==> src/rtl/core/odu_pkg.sv <==
// shared types and constants for the order preserving dedup unit
package odu_pkg;

    localparam int VALUE_W = 32;

    // element travelling down the compare chain
    typedef struct packed {
        logic signed [VALUE_W-1:0] value;
        logic                      last;
        logic                      hit;     // matched a stored entry
        logic                      stored;  // written into some cell
    } item_t;

endpackage

==> src/rtl/core/odu_cell.sv <==
// one compare cell: holds one table entry and one pipeline slot
module odu_cell (
    input  logic          aclk,
    input  logic          aresetn,
    input  logic          advance,
    input  logic          in_valid,
    input  odu_pkg::item_t in_item,
    output logic          out_valid,
    output odu_pkg::item_t out_item
);

    logic                              entry_valid_reg;
    logic                              entry_valid_next;
    logic signed [odu_pkg::VALUE_W-1:0] entry_value_reg;
    logic signed [odu_pkg::VALUE_W-1:0] entry_value_next;
    logic                              out_valid_reg;
    odu_pkg::item_t                    out_item_reg;
    odu_pkg::item_t                    out_item_next;
    logic                              match;
    logic                              pending;

    assign match   = entry_valid_reg && (entry_value_reg == in_item.value);
    assign pending = in_valid && !in_item.hit && !in_item.stored;

    always_comb begin
        entry_valid_next = entry_valid_reg;
        entry_value_next = entry_value_reg;
        out_item_next    = in_item;
        if (pending) begin
            if (match) begin
                out_item_next.hit = 1'b1;
            end else if (!entry_valid_reg) begin
                // first free cell takes the new value
                entry_valid_next     = 1'b1;
                entry_value_next     = in_item.value;
                out_item_next.stored = 1'b1;
            end
        end
        // end of set empties the entry once the last element has passed
        if (in_valid && in_item.last) begin
            entry_valid_next = 1'b0;
        end
    end

    always_ff @(posedge aclk) begin
        if (!aresetn) begin
            entry_valid_reg <= 1'b0;
            out_valid_reg   <= 1'b0;
        end else if (advance) begin
            entry_valid_reg <= entry_valid_next;
            out_valid_reg   <= in_valid;
        end
    end

    always_ff @(posedge aclk) begin
        if (advance) begin
            entry_value_reg <= entry_value_next;
            out_item_reg    <= out_item_next;
        end
    end

    assign out_valid = out_valid_reg;
    assign out_item  = out_item_reg;

endmodule

==> config.mk <==
export PLATFORM = sky130hd
export DESIGN_NAME = odu_cell
export DESIGN_NICKNAME = d
export VERILOG_FILES = /design/src/rtl/core/odu_pkg.sv /design/src/rtl/core/odu_cell.sv
export SDC_FILE = /design/constraint.sdc
export NUM_CORES = 1
export LEC_CHECK = 0
export BUFFER_PORTS_ARGS = -buffer_cell sky130_fd_sc_hd__buf_2
export CAP_MARGIN = 20
export CORE_ASPECT_RATIO = 1.2
export CORE_MARGIN = 2
export CORE_UTILIZATION = 45
export CTS_BUF_LIST = sky130_fd_sc_hd__clkbuf_16
export CTS_CLUSTER_DIAMETER = 50
export CTS_CLUSTER_SIZE = 40
export DETAILED_ROUTE_END_ITERATION = 7
export PLACE_DENSITY_LB_ADDON = 0.3
export SLEW_MARGIN = 30
export SYNTH_ARGS = -nofsm -noshare
export SYNTH_HDL_FRONTEND = slang
export SYNTH_SLANG_ARGS = --single-unit
export TNS_END_PERCENT = 30
==> constraint.sdc <==
create_clock -name aclk -period 4.5 [get_ports aclk]
set_clock_uncertainty 0.1 [all_clocks]
set_input_delay 0.9 -clock aclk [delete_from_list [all_inputs] [get_ports aclk]]
set_output_delay 0.9 -clock aclk [all_outputs]
set_load 0.03 [all_outputs]
# Word level (Yosys, flattened, before mapping)

Cells that the tools add are included.

Bits of input ports: 39
Output and inout port bits: 36
Register bits after elaboration: 69
Word-level logic and storage cells: 27

Reductions and logical operators: 9
Bitwise gates (word level): 2
Eq/ne operators: 2
Multiplexer cells: 7

Operator list:

| kind               | count |
|---|---|
| $eq 32x32->1       | 1 |
| $mux 1             | 6 |
| $logic_and 1x1->1  | 4 |
| $reduce_and 4->1   | 1 |
| $reduce_and 3->1   | 1 |
| $logic_not 1->1    | 2 |
| $mux 2             | 1 |
| $ne 2x1->1 const B | 1 |
| $not 1->1          | 2 |
| $reduce_bool 2->1  | 1 |

# Logic depth before layout (Yosys ltp)

Gate-level depths: netlist of the first run.

Word-level depth: 5
Mapped depth: 4

# Worst setup path before layout of the first run

No wires, ideal clock.

Path type: input -> register
From: input port in_item[0] in the netlist's numbering
To: register entry_value_reg[0] in the netlist's numbering, enable pin
Data arrival time: 4,113 ps
Path buffers: 0
Cell stages on the path: 1
Slack: -218 ps
Path through: nor4_1

Longest elaborated chain between the ends: 3

Ends and longest elaborated chain:

| what                              | line           | RTL |
|---|---|---|
| from (decl)                       | odu_cell.sv:7  | `input odu_pkg::item_t in_item,` |
| $logic_not 1->1                   | odu_cell.sv:23 | `assign pending = in_valid && !in_item.hit && !in_item.stored;` |
| $logic_and 1x1->1                 | odu_cell.sv:23 |  |
| $reduce_and 4->1 (no source line) | -              |  |
| to (signal assigned)              | odu_cell.sv:57 | `entry_value_reg <= entry_value_next;` |
| to (decl)                         | odu_cell.sv:14 | `logic signed [odu_pkg::VALUE_W-1:0] entry_value_reg;` |

No other way between the ends.
A chain may end at the register's enable or synchronous reset.

# Worst setup path in the final report of the first run

From: register out_item_reg, in the netlist out_item[1]
To: output port out_item[1] in the netlist's numbering

RTL lines:

| what                   | line           | RTL |
|---|---|---|
| from (decl)            | odu_cell.sv:17 | `odu_pkg::item_t out_item_reg;` |
| from (signal assigned) | odu_cell.sv:58 | `out_item_reg <= out_item_next;` |
| to (decl)              | odu_cell.sv:9  | `output odu_pkg::item_t out_item` |

No word-level cell between the ends.

==> results of run 1 <==
power breakdown:
group / internal (mW) / switching [mW] / total, mW / leakage (nW)
Combinational: 0.0446 / 0.0934 / 0.138 / 0.416
Sequential: 0.741 / 0.00800 / 0.749 / 0.649
Clock: 0.419 / 0.234 / 0.653 / 0.139
kinds of logic (layout without fill, tap and decap cells):
family | Yosys count | in the layout | synth area share
flip-flops | 69 | 69 | 0.832
XOR/XNOR | 32 | 32 | 0.114
AND/OR/NAND/NOR | 18 | 18 | 0.0406
buffers and inverters | 0 | 93 | 0
AO/OA/AOI/OAI | 4 | 4 | 0.0137
metrics by stage:
| stage | cell area, sq um | worst slack, ns |
|---|---|---|
| floorplan | 2470 | 1.17 |
| global placement | 2950 | 2.35 |
| detailed placement | 2950 | 2.36 |
| CTS | 3230 | 2.60 |
| global route | 3230 | 2.59 |
| finish | 3230 | 2.62 |
metal layers:
| layer | vias up | share of wire | routed length, um |
|---|---|---|---|
| met5 | - | 0 | 0 |
| met4 | 0 | 0.017 | 72 |
| met3 | 7 | 0.071 | 294 |
| met2 | 56 | 0.50 | 2100 |
| met1 | 636 | 0.41 | 1700 |
| li1 | 652 | - | - |
worst min path at each step:
stage / startpoint / end / slack, ns
after floorplan: entry_valid_reg / entry_valid_reg / 0.43
after global placement: out_valid / out_valid / 0.37
after detailed placement: out_valid / out_valid / 0.38
after CTS: out_valid / out_valid / 0.39
after global routing: out_valid / out_valid / 0.39
final: out_valid / out_valid / 0.39
layout by cell type, fill, tap and decap left out, types with 2 or more instances in the layout:
cell,netlist,layout
clkinv_1,0,3
dfxtp_1,2,2
nor4_1,3,2
xnor2_1,31,31
nor3_1,2,2
edfxtp_1,67,67
nand2_1,2,2
buf_4,0,3
nand3_1,2,2
nand4_1,7,7
clkbuf_16,0,9
buf_2,0,74
final cells by class:
class                           instances  area (sq um)
Timing Repair Buffer                   77           393
Multi-Input combinational cell         54           429
Fill cell                             414          2060
Tap cell                               62          77.6
Sequential cell                        69          2050
Clock buffer                            9           225
Clock inverter                          7          57.6
==> results.py, run 1 <==
metrics = {
    "status": {
        "outcome": "finished clean",
    },
    "layout": {
        "area_growth_pct": 31.2,
        "drive_gt1_frac": 0.417,
        "largest_register_ffs": 35,
        "nets": 250,
        "fin_util": 0.611,
        "num_antenna_cells": 0,
        "finalNonFillerCells": 278,
    },
    "timing": {
        "period_needed_ns": 1.88,
        "fmax_mhz": 532,
        "slew_viol_final": 0,
        "finalSetupTns_ns": 0,
        "slew_headroom": 0.679,
        "hold_viol": 0,
        "grt_setup_unrepaired": "no",
        "setup_viol": 0,
        "tightest_slew_ns": 0.482,
        "whs_ns": 0.385,
        "post-route-period-util": 0.418,
    },
    "logic_synthesis": {
        "synth_most_common_cell": "edfxtp_1",
        "synthArstFlopShare": 0,
        "synth_cell_type_count": 15,
        "synth_area_leaders": "edfxtp_1, xnor2_1, nand4_1",
        "synth_area_leader_cell": "edfxtp_1",
        "synth_top_area_share": 0.816,
        "syn_inst": 123,
        "ys_warn_count": 0,
        "synth_flop_cell": "edfxtp_1",
        "syn_nets": 162,
        "synth-edff-count": 67,
        "syn_area_sq_mm": 0.00247,
        "synth_commonest_cells": "edfxtp_1, xnor2_1, nand4_1",
        "seq_area_frac_synth": 0.832,
        "synth-seq-cells": 69,
        "avgSynthCellArea_sq_um": 20.0,
    },
    "clocking": {
        "cts_resized": 0,
        "clk_path_buf_depth": 2,
        "cts_num_sinks": 69,
        "hold_buffers": 0,
        "postCtsSetupBuffers": 0,
        "ctsRootBufferMaster": "clkbuf_16",
        "clkTransAtPathRegs_ns": 0.05,
        "numCtsBuffers": 9,
        "h-tree-depth": 3,
        "cts_tree": "built",
        "clock_latency_ns": 0.32,
    },
    "drt": {
        "vias": 1351,
        "first_pass_iters": 4,
        "drcViolationCount": 0,
        "antenna_left": 0,
        "postRouteWirelength_um": 4160,
        "first_iter_violations": 88,
        "vias_per_cell": 4.86,
        "wl_per_cell_um": 15.0,
    },
    "min_path": {
        "hold_depth": 2,
        "hold_class": "flop to flop",
    },
    "setup_path": {
        "endpoint_kind": "output pin",
        "r2r_end": "out_item[1]",
        "worst_setup_path_start_kind": "flop",
        "path_cells": "buf_2",
        "path_buf_inv": 1,
        "crit_path_max_incr_delay_ns": 0.37,
        "cp.arrival_ns": 0.88,
        "slowest_stage": "edfxtp_1",
        "rrSetupSlack_ns": 3.07,
        "crit_family": "flip-flops",
        "r2r_cells": 4,
        "crit_path_start": "out_item[1]",
        "crit_cells": 1,
        "cp.required_ns": 3.50,
        "r2r-start": "entry_value_reg[31]",
        "crit_path_end": "out_item[1]",
        "critPathKind": "flop to output pin",
        "path_max_fanout": 1,
    },
    "grt": {
        "grt_antenna_before_repair": 0,
        "gr-usage-met3": 0.0629,
        "use_met2": 0.236,
        "grt_max_degree": 38,
        "grt_pass1_wl_um": 6570,
        "grtUsageTotal": 0.150,
        "grt_overflow": 0,
        "grt.busiest_layer": "met2",
        "grt_pass1_vias": 1379,
        "use_met1": 0.176,
    },
    "pwr": {
        "cellLeakagePower_nw": 1.20,
        "p_per_area_mw_per_mm2": 476,
        "max-vdd-ir-drop_uv": 271,
        "p_total_mw": 1.54,
    },
    "place": {
        "dp_cells": 262,
        "dp_hpwl_um": 2960,
        "gp_congestion": 0.694,
        "port_buffers": 74,
    },
    "floorplanning": {
        "dieArea_sq_mm": 0.00609,
        "die_w_um": 71.6,
        "ios": 75,
        "core_area_sq_mm": 0.00530,
        "initial_core_util": 0.466,
        "die_y_um": 85.1,
        "row_count": 29,
    },
    "job": {
        "cap_viol_max_count": 0,
    },
}
Power figures use the tool's default switching activity.
==> run 2: changes to the inputs <==
--- a/config.mk
+++ b/config.mk
@@ -9,7 +9,7 @@
 export CAP_MARGIN = 20
 export CORE_ASPECT_RATIO = 1.2
 export CORE_MARGIN = 2
-export CORE_UTILIZATION = 45
+export CORE_UTILIZATION = 50
 export CTS_BUF_LIST = sky130_fd_sc_hd__clkbuf_16
 export CTS_CLUSTER_DIAMETER = 50
 export CTS_CLUSTER_SIZE = 40
==> constraint.sdc (replaced) <==
create_clock -name aclk -period 1.79 [get_ports aclk]
set_clock_uncertainty 0.1 [all_clocks]
set_input_delay 0.358 -clock aclk [delete_from_list [all_inputs] [get_ports aclk]]
set_output_delay 0.358 -clock aclk [all_outputs]
set_load 0.03 [all_outputs]
==> results.py, run 2 (synthesis results as in run 1) <==
metrics = {
    "status": {
        "outcome": "finished clean",
    },
    "place": {
        "pre_cts_ws_ns": 0.217,
        "port_buffers": 74,
        "gp_congestion": 0.704,
    },
    "layout": {
        "multiInputGateArea_sq_um": 429,
        "mostFrequentLayoutCells": "buf_2, edfxtp_1, xnor2_1, clkbuf_16, nand4_1",
        "register_area_sq_mm": 0.00205,
        "num_antenna_cells": 0,
        "final_common_cell": "buf_2",
        "fillers": 349,
        "nets": 250,
        "drive_gt1_frac": 0.426,
        "largest_register_ffs": 35,
        "area_growth_pct": 32.1,
    },
    "floorplanning": {
        "die_y_um": 80.9,
        "ios": 75,
        "dieArea_sq_mm": 0.00551,
        "row_count": 28,
        "die_w_um": 68.1,
        "core_area_sq_mm": 0.00483,
        "initial_core_util": 0.510,
    },
    "setup_path": {
        "crit_family": "simple AND/OR/NAND/NOR gates",
        "r2r-start": "entry_value_reg[3]",
        "r2r_cells": 4,
        "crit_path_max_incr_delay_ns": 0.37,
        "endpoint_kind": "flop",
        "path_buf_inv": 0,
        "path_cells": "xnor2_1, nand4_1, nor4_1, a31o_1",
        "critPathKind": "flop to flop",
        "path_max_fanout": 1,
        "cp.required_ns": 1.88,
        "r2r_end": "out_item[1]",
        "rrSetupSlack_ns": 0.34,
        "cp.arrival_ns": 1.54,
        "worst_setup_path_start_kind": "flop",
        "slowest_stage": "edfxtp_1",
    },
    "pwr": {
        "clockPowerShare": 0.446,
        "pwr-share-seq": 0.467,
        "intPower_mw": 3.17,
        "swShare": 0.213,
        "max-vdd-ir-drop_uv": 770,
        "cellLeakagePower_nw": 1.22,
        "p_per_area_mw_per_mm2": 1240,
        "pwr-share-comb": 0.087,
        "power.net_switching_uw": 858,
    },
    "clocking": {
        "postCtsSetupBuffers": 0,
        "cts_tree": "built",
        "h-tree-depth": 3,
        "clk_path_buf_depth": 2,
        "cts_num_sinks": 69,
        "hold_buffers": 0,
        "clock_latency_ns": 0.32,
        "ctsRootBufferMaster": "clkbuf_16",
        "cts_resized": 0,
        "clkTransAtPathRegs_ns": 0.05,
        "numCtsBuffers": 9,
    },
    "min_path": {
        "hold_class": "input pin to flop",
        "hold_depth": 1,
        "min_to": "out_item[2]",
        "min-delay-start": "in_item[2]",
    },
    "drt": {
        "vias_per_cell": 4.90,
        "first_iter_violations": 49,
        "drcViolationCount": 0,
        "antenna_left": 0,
        "first_pass_iters": 3,
        "postRouteWirelength_um": 4350,
        "wl_per_cell_um": 15.8,
        "vias": 1352,
    },
    "timing": {
        "tightest_slew_ns": 0.479,
        "post-route-period-util": 0.811,
        "finalSetupTns_ns": 0,
        "slew_viol_final": 0,
        "fmax_mhz": 689,
        "hold_viol": 0,
        "setup_viol": 0,
        "period_needed_ns": 1.45,
        "setup_slack_ns": 0.338,
        "slew_headroom": 0.680,
        "grt_setup_unrepaired": "no",
    },
    "grt": {
        "grt_pass1_vias": 1389,
        "grt_pass1_wl_um": 6670,
        "grt_max_degree": 38,
        "grt_overflow": 0,
        "grtUsageTotal": 0.176,
        "grt_antenna_before_repair": 0,
    },
    "job": {
        "cap_viol_max_count": 0,
    },
}
run 2: cell count changes in the layout (fill, tap and decap cells not counted):
cell | before | now
bufinv_16 | 1 | 2
dfxtp_1 | 2 | 1
clkinvlp_4 | 1 | 0
clkinv_2 | 1 | 2
dfxtp_2 | 0 | 1
clkinv_1 | 3 | 2
run 2: worst reg2reg max path: stages (launching register included):
cell      delay (ns)
edfxtp_1        0.37
xnor2_1         0.19
nand4_1         0.13
nor4_1          0.32
a31o_1          0.20
run 2: area by class of cell:
| class | instances | share of cell area |
|---|---|---|
| flip-flops and latches | 69 | 0.630 |
| multi-input cells | 54 | 0.132 |
| repair buffers | 77 | 0.121 |
| clock buffers | 9 | 0.0692 |
| clock inverters | 7 | 0.0250 |
| well taps | 60 | 0.0231 |
run 2: per-layer routing:
layer  GRT usage  up-vias  part of all wire
li1            -      653                 -
met4       0.108        0             0.015
met2       0.270       50              0.50
met3      0.0596        6             0.066
met1       0.212      643              0.41
met5           0        -                 0
run 2: metrics by stage:
step	util	power, mW	hold slack [ns]	area [sq um]	cells
detailed placement	0.610	2.27	0.381	2950	260
CTS	0.674	4.07	0.128	3260	276
finish	0.674	4.03	0.139	3260	276
floorplan	-	2.11	0.357	2480	123
global placement	0.610	2.26	0.376	2950	260
global route	0.674	4.14	0.143	3260	276
run 2: how the worst max path moves through the flow:
stage,to,startpoint,slack (ns),cells after the start
5_1_grt,out_item[1],entry_value_reg[3],0.23,4
3_5_place_dp,out_item[1],in_item[33],0.22,5
4_1_cts,out_item[1],entry_value_reg[30],0.31,4
3_3_place_gp,out_item[1],in_item[6],0.25,5
2_1_floorplan,entry_value_reg[0],in_item[0],-0.23,1
6_report,out_item[1],entry_value_reg[3],0.34,4
run 2: power groups by stage:
stage | registers [mW] | clock network (mW) | logic [mW]
detailed placement | 1.92 | 0 | 0.354
CTS | 1.89 | 1.83 | 0.355
global route | 1.89 | 1.87 | 0.375
finish | 1.88 | 1.80 | 0.349
global placement | 1.91 | 0 | 0.344
floorplan | 2.05 | 0 | 0.0569
